$ cat src/rtl/core/tlpt_pkg.sv
// Shared types and constants for the three-level page table mapper.
// Holds the request and result structs and the controller/datapath command types.
// No dependencies.
package tlpt_pkg;

  localparam int FRAMES            = 64;
  localparam int ENTRIES_PER_FRAME = 512;
  localparam int FRAME_W           = $clog2(FRAMES);
  localparam int IDX_W             = $clog2(ENTRIES_PER_FRAME);
  localparam int SLOT_W            = FRAME_W + IDX_W;
  localparam int DEPTH             = FRAMES * ENTRIES_PER_FRAME;
  localparam int PN_W              = 44;
  localparam int ENTRY_W           = 54;
  localparam int PA_W              = 56;
  localparam int VA_W              = 39;

  localparam logic [1:0] ST_OK        = 2'd0;
  localparam logic [1:0] ST_MAPPED    = 2'd1;
  localparam logic [1:0] ST_NOFRAME   = 2'd2;
  localparam logic [1:0] ST_NOTMAPPED = 2'd3;

  localparam logic REQ_MAP    = 1'b0;
  localparam logic REQ_LOOKUP = 1'b1;

  typedef struct packed {
    logic            req_type;
    logic [VA_W-1:0] virt_addr;
    logic [PA_W-1:0] phys_addr;
    logic [2:0]      perm;
  } req_t;

  typedef struct packed {
    logic [1:0]         status;
    logic [ENTRY_W-1:0] leaf_entry;
    logic [PA_W-1:0]    out_phys_addr;
  } res_t;

  typedef enum logic [2:0] {
    DP_IDLE,
    DP_CLEAR,
    DP_LOAD,
    DP_READ,
    DP_FOLLOW,
    DP_ALLOC,
    DP_RESULT,
    DP_EMIT
  } dp_op_t;

  typedef struct packed {
    dp_op_t     op;
    logic [1:0] status;
  } dp_cmd_t;

  typedef struct packed {
    logic ent_valid;
    logic link_ok;
    logic have_frame;
    logic is_lookup;
    logic at_leaf;
    logic clr_last;
  } dp_stat_t;

endpackage

$ cat src/rtl/core/tlpt_ctrl.sv
// Controller of the page table mapper: sequences the clearing pass and each walk.
// Drives tlpt_dpath by command, owns both handshakes. Uses tlpt_pkg.
module tlpt_ctrl (
  input  logic                clk,
  input  logic                rst,
  input  logic                in_valid,
  output logic                in_stall,
  output logic                out_valid,
  input  logic                out_stall,
  output tlpt_pkg::dp_cmd_t   cmd,
  input  tlpt_pkg::dp_stat_t  stat
);
  import tlpt_pkg::*;

  typedef enum logic [2:0] {
    S_CLEAR,
    S_IDLE,
    S_READ,
    S_CHECK,
    S_DONE
  } state_t;

  state_t state, state_next;

  assign in_stall = (state != S_IDLE);

  always_comb begin
    state_next = state;
    cmd.op     = DP_IDLE;
    cmd.status = ST_OK;
    case (state)
      S_CLEAR: begin
        cmd.op = DP_CLEAR;
        if (stat.clr_last) state_next = S_IDLE;
      end
      S_IDLE: begin
        if (in_valid) begin
          cmd.op     = DP_LOAD;
          state_next = S_READ;
        end
      end
      S_READ: begin
        cmd.op     = DP_READ;
        state_next = S_CHECK;
      end
      S_CHECK: begin
        state_next = S_DONE;
        cmd.op     = DP_RESULT;
        if (!stat.at_leaf) begin
          if (stat.ent_valid) begin
            if (stat.link_ok) begin
              cmd.op     = DP_FOLLOW;
              state_next = S_READ;
            end else begin
              cmd.status = ST_NOTMAPPED;
            end
          end else if (stat.is_lookup) begin
            cmd.status = ST_NOTMAPPED;
          end else if (!stat.have_frame) begin
            cmd.status = ST_NOFRAME;
          end else begin
            cmd.op     = DP_ALLOC;
            state_next = S_READ;
          end
        end else if (stat.is_lookup) begin
          cmd.status = stat.ent_valid ? ST_OK : ST_NOTMAPPED;
        end else begin
          cmd.status = stat.ent_valid ? ST_MAPPED : ST_OK;
        end
      end
      S_DONE: begin
        if (!out_valid || !out_stall) begin
          cmd.op     = DP_EMIT;
          state_next = S_IDLE;
        end
      end
      default: state_next = S_IDLE;
    endcase
  end

  always_ff @(posedge clk) begin
    if (rst) begin
      state     <= S_CLEAR;
      out_valid <= 1'b0;
    end else begin
      state <= state_next;
      if (cmd.op == DP_EMIT) begin
        out_valid <= 1'b1;
      end else if (!out_stall) begin
        out_valid <= 1'b0;
      end
    end
  end

endmodule

$ cat config.mk
export PLATFORM = sky130hd
export DESIGN_NAME = tlpt_ctrl
export DESIGN_NICKNAME = d
export VERILOG_FILES = /design/src/rtl/core/tlpt_pkg.sv /design/src/rtl/core/tlpt_ctrl.sv
export SDC_FILE = /design/constraint.sdc
export NUM_CORES = 1
export LEC_CHECK = 0
export ABC_AREA = 1
export BUFFER_PORTS_ARGS = -buffer_cell sky130_fd_sc_hd__buf_2
export CAP_MARGIN = 20
export CORE_AREA = 3 3 40 42
export CTS_BUF_LIST = sky130_fd_sc_hd__clkbuf_8 sky130_fd_sc_hd__clkbuf_16
export CTS_CLUSTER_SIZE = 20
export DETAILED_ROUTE_END_ITERATION = 10
export DIE_AREA = 0 0 43 45
export PLACE_DENSITY = 0.55
export SETUP_SLACK_MARGIN = 0.5
export SLEW_MARGIN = 25
export SYNTH_ARGS = -nofsm -noshare
export SYNTH_HDL_FRONTEND = slang
export SYNTH_SLANG_ARGS = --single-unit
$ cat constraint.sdc
create_clock -name clk -period 1.1 [get_ports clk]
set_clock_uncertainty 0.15 [all_clocks]
set_input_delay 0.11 -clock clk [delete_from_list [all_inputs] [get_ports clk]]
set_output_delay 0.11 -clock clk [all_outputs]
set_load 0.02 [all_outputs]
==> metrics.md, run 1 <==
| Metric | Value |
|---|---|
| Routed length per placed instance | 11.0 um |
| Drc violations | 0 |
| Number of antenna violations at the first check in global routing | 0 |
| Overall die height | 45 um |
| Number of max-cap violations | 0 |
| Number of failing setup endpoints in the final timing report | 9 |
| Slew at the pin closest to its max-slew limit | 200 ps |
| Wire length after detailed routing | 1080 um |
| Share of synthesized area occupied by flip-flops and latches | 24.7% |
| Post-Synth XOR/XNOR Area | 0% |
| TritonCTS Buffers | 3 |
| Number of inserted filler cells in the final layout | 116 |
| Violations in the final reports | hold timing, setup timing |
| Worst Path Class, Setup | flop to output pin |
| Syn nets | 60 |
| Half-perimeter wire length after placement | 777 um |
| CP cell instances | inv_4, nand3_4, nand3b_4, nand4_1, buf_4 |
| Origin of the worst min-delay path | rst |
| Final Worst Setup Slack | -286 ps |
| Min Hold Slack | -50.4 ps |
| Hold Path Stages | 2 |
| Post-synthesis instance area | 324 um2 |
| Vias in the first global route | 425 |
| GRT Resource Usage Total | 12.9% |
| Reg-to-reg startpoint | state[0] |
| Outcome | finished, violations left |
| Antenna-violating nets left | 0 |
| Share of the clock period used by the worst path | 126% |
| Reg clk slew, reported paths | 30 ps |
| Final count of hold timing violations | 2 |
| Initial Utilization | 25.2% |
| Count of buffers from port buffering | 16 |
| Top cell family by delay on the critical path | flip-flops |
| Setup slack on the worst flop-to-flop path | -180 ps |
| Number of cells on the worst reg-to-reg path | 7 |
| Area growth from synthesis to final layout | 115% |
| Adder and majority gate portion of the synthesized area | 3.86% |
| Final min period | 1390 ps |
| Iter 0 DRT Violations | 2 |
| Initial DRT Pass Iterations | 3 |
| Non-filler instance count after layout | 98 |
| Horizontal extent of the die | 43 um |
| Number of vias after detailed routing | 438 |
| Multiplexer share of the synthesized area | 0% |
| CTS tree | done |
| Total buffers and inverters traversed by the critical path | 2 |
| # clock sinks | 4 |
| Number of cells after detailed placement | 91 |
| Commonest non-fill, non-tap cells in the layout | sky130_fd_sc_hd__buf_4 (16), sky130_fd_sc_hd__buf_2 (9), sky130_fd_sc_hd__nor2_1 (7), sky130_fd_sc_hd__inv_1 (6), sky130_fd_sc_hd__nand2_1 (6) |
| Full die area | 1940 um2 |
| Hold-critical path endpoint | out_valid |
| Layout cells sized above 1 | 66.3% |
| RSZ-0062 raised after global routing | yes |
| Reg-to-Reg End | state[0] |
| Routability congestion estimate | 0.739 |
| Number of placement rows | 13 |
| Number of instances in the synthesized netlist | 49 |
| Critical path endpoint category | output pin |
| Avg Synthesized Cell Area | 6.61 um2 |
| Critical path required time | 840 ps |
| Number of top-level pins | 17 |
| Final sum of negative setup slack | -1990 ps |
| Grt total ovfl | 0 |
| Main combinational cell family by area after synthesis | simple AND/OR/NAND/NOR gates |
| First-pass GRT wire length | 1880 um |
| Maximum number of buffers from clock root to sink | 2 |
| Maximum vdd drop | 0.000833 V |
| Synth warn | 0 |
| Maximum clock frequency | 721 MHz |
| Most common cell after layout, fill and taps aside | sky130_fd_sc_hd__buf_4 |
| FF+latch count, synth | 4 |
| Maximum number of pins on one net before global-route repair | 6 |
| Area fraction in and, or, nand and nor cells after synthesis | 53.3% |
| Area fraction in compound gates after synthesis | 8.88% |
| Htree depth | 1 |
| Slowest stage cell, crit path | sky130_fd_sc_hd__dfxtp_4 |
| Power Density | 1110 nW/um2 |
| Per-cell via count in the routed design | 4.47 |
| Number of gates on the worst path with buffers counted | 5 |
| Net count reported at finish | 96 |
| Classification of the worst-slack hold path | input port to flop |
| Area of the core | 1280 um2 |
| Leak | 0.350 nW |
| Top fanout value on the critical path | 4 |
| Synth cell types | 16 |
| Worst slew slack as a fraction of its limit | 86.6% |
| Pins over their slew limit | 0 |
| Data arrival time at the worst-slack endpoint | 1130 ps |
| Peak per-stage delay on the critical path | 360 ps |
| Cell at the root of the clock tree | sky130_fd_sc_hd__clkbuf_8 |
| Startpoint kind of the worst setup timing path | flop |
| Number of diodes | 0 |
| Clock network latency to the later pin of the worst-skew pair | 210 ps |
==> worst max-delay path by stage <==
stage | startpoint | end | slack [ps]
4_1_cts | state[2] | cmd[3] | -290
3_3_place_gp | stat[5] | cmd[0] | -140
5_1_grt | state[2] | cmd[3] | -340
6_report | state[2] | cmd[3] | -290
3_5_place_dp | stat[5] | cmd[0] | -120
2_1_floorplan | state[2] | cmd[2] | -30
==> kinds of logic (layout without fill, tap and decap cells) <==
logic type / after synthesis / after routing
AND/OR/NAND/NOR: 32 / 32
flip-flops: 4 / 4
buffers and inverters: 8 / 42
adder cells (fa/ha/maj): 1 / 1
AO/OA/AOI/OAI: 4 / 4
==> state kept, by name, indices dropped and copies added (netlist names) <==
name / cells
out_valid: 1
state: 3
==> per-layer routing <==
metal	wire length (um)	global-route usage (%)	part of all wire (%)	vias to the layer above
met1	501	16.8	47	195
met2	537	20.7	50	11
met3	39	2.79	3.6	0
met4	0	5.42	0	0
li1	-	-	-	232
met5	0	0	0	-
==> cell usage after synthesis, drive strengths merged <==
cell type   n  area share (%)
dfxtp       4              25
nand2       9              10
nor3        1             1.5
a21oi       2             4.2
nand3       7              15
ha          1             3.9
inv         8             9.3
nand4       2             3.9
nand3b      2             8.5
a211oi      1             2.3
o211ai      1             2.3
nor2       11              14
==> power breakdown <==
group	leakage, nW	internal (W)	total (W)	switching [W]
sequential	0.0355	0.000153	0.000177	0.0000239
clock	0.0216	0.000233	0.000310	0.0000768
combinational	0.293	0.000150	0.000285	0.000134
total	0.350	0.000537	0.000772	0.000235
==> timing repair <==
item / CTS / global route
gates resized for setup: 21 / 3
endpoints found under the setup margin: 11 / 11
pin swaps: 5 / 2
setup buffers: 4 / 0
hold endpoints to repair: 2 / 2
==> per-stage QoR <==
| stage | utilization, % | total power, W | hold WS, ps | setup WS [ps] | instance area (um2) |
|---|---|---|---|---|---|
| 2_1_floorplan | - | 0.000284 | 15.1 | -28.3 | 347 |
| 3_3_place_gp | 42.1 | 0.000393 | 157 | -140 | 541 |
| 3_5_place_dp | 42.1 | 0.000394 | 160 | -123 | 541 |
| 4_1_cts | 53.4 | 0.000764 | -53.2 | -286 | 686 |
| 5_1_grt | 54.2 | 0.000825 | -41.3 | -338 | 697 |
| 6_report | 54.2 | 0.000772 | -50.4 | -286 | 697 |
==> area by class of cell <==
type	count	area, um2	area share (%)
timing repair buffer	31	241	34.6
tap	15	18.8	2.69
multi-input combinational	37	268	38.4
sequential	4	95.1	13.6
inverter	8	32.5	4.67
clock buffer	3	41.3	5.92
(Power assumes the default switching activity.)
==> run 2, diff against run 1 <==
--- a/config.mk
+++ b/config.mk
@@ -13,7 +13,7 @@
 export CTS_CLUSTER_SIZE = 20
 export DETAILED_ROUTE_END_ITERATION = 10
 export DIE_AREA = 0 0 43 45
-export PLACE_DENSITY = 0.55
+export PLACE_DENSITY = 0.53
 export SETUP_SLACK_MARGIN = 0.5
 export SLEW_MARGIN = 25
 export SYNTH_ARGS = -nofsm -noshare
==> constraint.sdc (replaced) <==
create_clock -name clk -period 1.5 [get_ports clk]
set_clock_uncertainty 0.15 [all_clocks]
set_input_delay 0.15 -clock clk [delete_from_list [all_inputs] [get_ports clk]]
set_output_delay 0.15 -clock clk [all_outputs]
set_load 0.02 [all_outputs]
==> metrics.md, run 2 (same netlist as run 1, synthesis figures left out) <==
| Metric | Value |
|---|---|
| Outcome | finished clean |
| Top cell family by delay on the critical path | flip-flops |
| Post-route design area | 716 um2 (+2.7%) |
| Total buffers and inverters traversed by the critical path | 2 (unchanged) |
| Area growth from synthesis to final layout | 121% |
| Initial DRT Pass Iterations | 3 (unchanged) |
| Vias in the first global route | 421 (-0.94%) |
| Min Hold Slack | 49.5 ps (+99.8 ps) |
| Largest regs | state: 3 flops, out_valid: 1 flops |
| Worst setup slack before clock tree synthesis | 195 ps (+318 ps) |
| Setup slack on the worst flop-to-flop path | 310 ps (+490 ps) |
| Commonest non-fill, non-tap cells in the layout | sky130_fd_sc_hd__buf_4 (12), sky130_fd_sc_hd__buf_2 (9), sky130_fd_sc_hd__inv_1 (7) |
| Full die area | 1940 um2 (unchanged) |
| Peak per-stage delay on the critical path | 360 ps (about the same) |
| Critical path required time | 1200 ps (+360 ps) |
| Critical path endpoint category | output pin |
| Power Density | 819 nW/um2 (-26%) |
| # clock sinks | 4 (unchanged) |
| Routability congestion estimate | 0.737 (-0.30%) |
| Final min period | 1440 ps |
| Final sum of negative setup slack | 0 ps (+1990 ps) |
| Number of inserted filler cells in the final layout | 124 (+6.9%) |
| Startpoint kind of the worst setup timing path | flop |
| CP cell instances | buf_12, nor2_4, nand2_1, nand4_1, buf_4 |
| Final count of hold timing violations | 0 (-2) |
| Maximum number of buffers from clock root to sink | 2 (unchanged) |
| Htree depth | 1 (unchanged) |
| Cell at the root of the clock tree | sky130_fd_sc_hd__clkbuf_8 |
| Antenna-violating nets left | 0 (unchanged) |
| Classification of the worst-slack hold path | input port to flop |
| Number of antenna violations at the first check in global routing | 0 (unchanged) |
| Reg-to-Reg End | state[0] |
| Number of failing setup endpoints in the final timing report | 0 (-9) |
| Pins over their slew limit | 0 (unchanged) |
| First-pass GRT wire length | 1680 um (-11%) |
| Origin of the worst setup path | state[1] |
| Number of cells on the worst reg-to-reg path | 7 (unchanged) |
| Number of placement rows | 13 (unchanged) |
| Clock network latency to the later pin of the worst-skew pair | 230 ps (+20 ps) |
| Number of diodes | 0 (unchanged) |
| Overall die height | 45 um (unchanged) |
| Count of buffers from port buffering | 16 (unchanged) |
| Layout cells sized above 1 | 65.9% (-0.41 points) |
| Maximum clock frequency | 694 MHz |
| Iter 0 DRT Violations | 2 (unchanged) |
| Worst Path Class, Setup | flop to output pin |
| CTS tree | done |
| Number of top-level pins | 17 (unchanged) |
| Reg-to-reg startpoint | state[1] |
| Per-cell via count in the routed design | 4.60 (+2.9%) |
| Net count reported at finish | 94 (-2.1%) |
| Horizontal extent of the die | 43 um (unchanged) |
| Largest reg by FF count | state |
| RSZ-0062 raised after global routing | yes |
| Number of cells after detailed placement | 80 (-12%) |
| Maximum vdd drop | 0.000582 V (-30%) |
| Share of the clock period used by the worst path | 96.1% |
| Maximum number of pins on one net before global-route repair | 6 (unchanged) |
| Most common cell after layout, fill and taps aside | sky130_fd_sc_hd__buf_4 |
| Area of the core | 1280 um2 (unchanged) |
| Origin of the worst min-delay path | rst |
| Leak | 0.346 nW (-1.0%) |
| TritonCTS Buffers | 3 (unchanged) |
| Initial Utilization | 25.2% (unchanged) |
| Grt total ovfl | 0 (unchanged) |
| Data arrival time at the worst-slack endpoint | 1140 ps (about the same) |
| Max FFs per register | 3 (unchanged) |
| Drc violations | 0 (unchanged) |
| Wire length after detailed routing | 1130 um (+4.7%) |
| Slowest stage cell, crit path | sky130_fd_sc_hd__dfxtp_4 |
| Half-perimeter wire length after placement | 639 um (-18%) |
| Final Worst Setup Slack | 58.9 ps (+345 ps) |
| Total cell area at the placement stage | 450 um2 (-17%) |
| Routed length per placed instance | 11.6 um (+5.8%) |
| Worst slew slack as a fraction of its limit | 86.7% (about the same) |
| Reg clk slew, reported paths | 30 ps (about the same) |
| Hold-critical path endpoint | state[1] |
| Hold Path Stages | 4 (+2) |
| Number of max-cap violations | 0 (unchanged) |
| Slew at the pin closest to its max-slew limit | 199 ps (-0.588 ps) |
| Non-filler instance count after layout | 97 (-1.0%) |
| Top fanout value on the critical path | 4 (unchanged) |
| GRT Resource Usage Total | 12.6% (-0.26 points) |
| Number of vias after detailed routing | 446 (+1.8%) |
==> run 2: cell types whose count changed in the layout (fill, tap and decap cells not counted), sizes merged <==
| cell | change |
|---|---|
| buf | -3 |
| inv | +1 |
| dlygate4sd3 | +1 |
==> run 2: worst reg2reg max path, cell delays in order (launching register included) <==
cell,delay [ps]
sky130_fd_sc_hd__dfxtp_4,360
sky130_fd_sc_hd__buf_12,130
sky130_fd_sc_hd__buf_4,140
sky130_fd_sc_hd__nor2_4,70
sky130_fd_sc_hd__nand3_2,80
sky130_fd_sc_hd__nand3_2,80
sky130_fd_sc_hd__nor2_2,40
sky130_fd_sc_hd__nor2_1,60
==> run 2: how the worst max path moves through the flow <==
| stage | slack, ps | cells past startpoint | end |
|---|---|---|---|
| 2_1_floorplan | 330 | 5 | cmd[0] |
| 3_3_place_gp | 190 | 7 | cmd[0] |
| 3_5_place_dp | 190 | 7 | cmd[0] |
| 4_1_cts | 70 | 5 | cmd[3] |
| 5_1_grt | 2 | 6 | cmd[3] |
| 6_report | 60 | 5 | cmd[3] |
==> run 2: final cells by class <==
cell class	count	area [um2]	area share, %
clock buffer	3	41.3	5.77
timing repair buffer	29	233	32.5
sequential	4	92.6	12.9
clock inverter	1	3.75	0.524
tap	15	18.8	2.62
inverter	8	32.5	4.55
multi-input combinational	37	294	41.1
==> run 2: through the flow <==
stage,util (%),total power (W)
global route,55.7,0.000619
detailed placement,35.1,0.000250
finish,55.7,0.000586
CTS,51.8,0.000562
global placement,35.1,0.000250
floorplan,-,0.000209
==> run 2: per-layer routing <==
layer | global-route usage [%] | share of wire [%]
met1 | 10.8 | 38
met2 | 22.2 | 53
met3 | 5.58 | 5.1
met4 | 11.4 | 3.3
met5 | 0 | 0
==> run 2: report_power, final <==
group | total (W) | switching [W] | internal (W)
Sequential | 0.000130 | 0.0000164 | 0.000114
Clock | 0.000250 | 0.0000737 | 0.000176
Combinational | 0.000206 | 0.000103 | 0.000103
==> run 2: what timing repair did <==
item	in CTS	in global routing
cloned	0	0
gates resized for setup	22	8
hold buffers	1	0
buffers inserted	9	3
pin swaps	5	5
endpoints found under the hold margin	2	0
endpoints found under the setup margin	11	11
==> run 3, diff against run 2 <==
--- a/config.mk
+++ b/config.mk
@@ -13,7 +13,6 @@
 export CTS_CLUSTER_SIZE = 20
 export DETAILED_ROUTE_END_ITERATION = 10
 export DIE_AREA = 0 0 43 45
-export PLACE_DENSITY = 0.53
 export SETUP_SLACK_MARGIN = 0.5
 export SLEW_MARGIN = 25
 export SYNTH_ARGS = -nofsm -noshare
==> constraint.sdc (replaced) <==
create_clock -name clk -period 1.6 [get_ports clk]
set_clock_uncertainty 0.15 [all_clocks]
set_input_delay 0.16 -clock clk [delete_from_list [all_inputs] [get_ports clk]]
set_output_delay 0.16 -clock clk [all_outputs]
set_load 0.02 [all_outputs]
==> metrics.md, run 3 (same netlist as run 1, synthesis figures left out) <==
| Metric | Value |
|---|---|
| Origin of the worst setup path | state[1] |
| Initial Utilization | 25.2% (unchanged) |
| GRT Resource Usage Total | 12.5% (-0.15 points) |
| Iter 0 DRT Violations | 5 (+3) |
| Met3 demand-to-capacity share in global routing | 3.98% (-1.6 points) |
| Grt total ovfl | 0 (unchanged) |
| Number of vias after detailed routing | 439 (-1.6%) |
| Maximum number of buffers from clock root to sink | 2 (unchanged) |
| Final Worst Setup Slack | 155 ps (+95.7 ps) |
| Routability congestion estimate | 0.692 (-6.1%) |
| Full die area | 1940 um2 (unchanged) |
| Htree depth | 1 (unchanged) |
| Initial DRT Pass Iterations | 3 (unchanged) |
| Vias in the first global route | 446 (+5.9%) |
| Total cell area at the placement stage | 460 um2 (+2.2%) |
| Number of placement rows | 13 (unchanged) |
| Number of cells on the worst reg-to-reg path | 6 (-1) |
| Number of diodes | 0 (unchanged) |
| Overall die height | 45 um (unchanged) |
| Number of max-cap violations | 0 (unchanged) |
| Reg-to-Reg End | state[2] |
| RSZ-0062 raised after global routing | yes |
| Classification of the worst-slack hold path | input port to flop |
| Horizontal extent of the die | 43 um (unchanged) |
| Power Internal | 0.000360 W (-8.3%) |
| Setup slack on the worst flop-to-flop path | 350 ps (+40 ps) |
| Clock group share of total power | 42.7% (about the same) |
| Net switching power of the design | 0.000167 W (-14%) |
| Worst Path Class, Setup | flop to output pin |
| Most common cell after layout, fill and taps aside | sky130_fd_sc_hd__buf_4 |
| Worst slew slack as a fraction of its limit | 85.5% (-1.1 points) |
| Startpoint kind of the worst setup timing path | flop |
| Number of inserted filler cells in the final layout | 115 (-7.3%) |
| Critical path endpoint category | output pin |
| CTS tree | done |
| Largest reg by FF count | state |
| Area growth from synthesis to final layout | 107% |
| Utilization of the core after routing | 52.1% (-3.6 points) |
| Top fanout value on the critical path | 5 (+1) |
| Wire length after detailed routing | 990 um (-12%) |
| Outcome | finished clean |
| Largest regs | state: 3 flops, out_valid: 1 flops |
| Final count of hold timing violations | 0 (unchanged) |
| Cell at the root of the clock tree | sky130_fd_sc_hd__clkbuf_8 |
| Data arrival time at the worst-slack endpoint | 1140 ps (about the same) |
| Final sum of negative setup slack | 0 ps (unchanged) |
| Total power of the final layout | 0.000527 W (-10%) |
| Reg clk slew, reported paths | 30 ps (about the same) |
| Per-cell via count in the routed design | 4.67 (+1.6%) |
| Area of the core | 1280 um2 (unchanged) |
| Half-perimeter wire length after placement | 603 um (-5.7%) |
| Reg-to-reg startpoint | state[2] |
| First-pass GRT wire length | 1730 um (+2.9%) |
| Pins over their slew limit | 0 (unchanged) |
| Routed length per placed instance | 10.5 um (-9.4%) |
| Post-route design area | 669 um2 (-6.5%) |
| Drc violations | 0 (unchanged) |
| Commonest non-fill, non-tap cells in the layout | sky130_fd_sc_hd__buf_4 (11), sky130_fd_sc_hd__buf_2 (9), sky130_fd_sc_hd__nand2_1 (7), sky130_fd_sc_hd__inv_1 (6) |
| Critical path required time | 1290 ps (+90 ps) |
| CP endpoint | cmd[2] |
| Sequential share of power | 23.2% (+1.0 points) |
| Maximum number of pins on one net before global-route repair | 6 (unchanged) |
| Most crowded layer after global routing | met2 |
| Slew at the pin closest to its max-slew limit | 216 ps (+17.0 ps) |
| Layout cells sized above 1 | 65.8% (about the same) |
| Maximum clock frequency | 692 MHz |
| Number of antenna violations at the first check in global routing | 0 (unchanged) |
| Clock network latency to the later pin of the worst-skew pair | 220 ps (about the same) |
| Max FFs per register | 3 (unchanged) |
| Share of the clock period used by the worst path | 90.3% |
| Gate power share | 34.1% (-1.1 points) |
| Power Density | 787 nW/um2 (-3.8%) |
| GR met1 Demand/Resource | 12.3% (+1.5 points) |
| Final min period | 1450 ps |
| TritonCTS Buffers | 3 (unchanged) |
| Maximum vdd drop | 0.000215 V (-63%) |
| # clock sinks | 4 (unchanged) |
| Fraction of power spent switching nets | 31.6% (-1.3 points) |
| Number of top-level pins | 17 (unchanged) |
| Antenna-violating nets left | 0 (unchanged) |
| Global-route met2 utilization | 22.2% (unchanged) |
| Count of buffers from port buffering | 16 (unchanged) |
| Leak | 0.325 nW (-6.0%) |
| Worst setup slack before clock tree synthesis | 218 ps (+23.5 ps) |
| Number of failing setup endpoints in the final timing report | 0 (unchanged) |
| Net count reported at finish | 91 (-3.2%) |
-- run 3: layer usage --
layer / part of all wire, % / vias to the layer above
li1: - / 222
met1: 39 / 197
met2: 50 / 15
met3: 7.5 / 5
met4: 3.0 / 0
met5: 0 / -
-- run 3: final cells by class --
| class | instances | area (um2) | area share (%) |
|---|---|---|---|
| sequential | 4 | 92.6 | 13.8 |
| inverter | 8 | 32.5 | 4.86 |
| timing repair buffer | 26 | 194 | 29.0 |
| clock inverter | 1 | 3.75 | 0.561 |
| multi-input combinational | 37 | 287 | 42.8 |
| tap | 15 | 18.8 | 2.80 |
| clock buffer | 3 | 41.3 | 6.17 |
-- run 3: worst max-delay path, cell delays in order (launching register included) --
cell	delay [ps]
sky130_fd_sc_hd__dfxtp_4	370
sky130_fd_sc_hd__nor2_4	140
sky130_fd_sc_hd__nand3_2	120
sky130_fd_sc_hd__o211ai_1	120
sky130_fd_sc_hd__buf_4	170
-- run 3: power by group through the flow --
stage / Clock (W) / Sequential, W / Combinational [W]
floorplan: 0 / 0.000121 / 0.0000799
global placement: 0 / 0.000124 / 0.000115
detailed placement: 0 / 0.000123 / 0.000115
CTS: 0.000223 / 0.000121 / 0.000152
global route: 0.000239 / 0.000123 / 0.000198
finish: 0.000225 / 0.000122 / 0.000179
-- run 3: stage by stage --
| stage | hold WS, ps | instances |
|---|---|---|
| after floorplan | 65.1 | 49 |
| after global placement | 211 | 80 |
| after detailed placement | 210 | 80 |
| after CTS | 64.5 | 90 |
| after global routing | 87.1 | 94 |
| final | 73.4 | 94 |
-- run 3: worst min-delay path by stage --
stage | startpoint | to | slack (ps) | cells past startpoint
floorplan | rst | state[2] | 70 | 1
global placement | rst | state[2] | 210 | 2
detailed placement | rst | state[2] | 210 | 2
CTS | rst | state[1] | 60 | 4
global route | rst | state[1] | 90 | 4
finish | rst | state[1] | 70 | 4
-- run 3: what timing repair did --
action	in CTS	in global routing
setup buffers	5	4
cloned	0	0
endpoints found under the hold margin	2	0
setup endpoints to repair	6	9
hold buffers	1	0
pin swaps	6	5
resized for setup	17	8
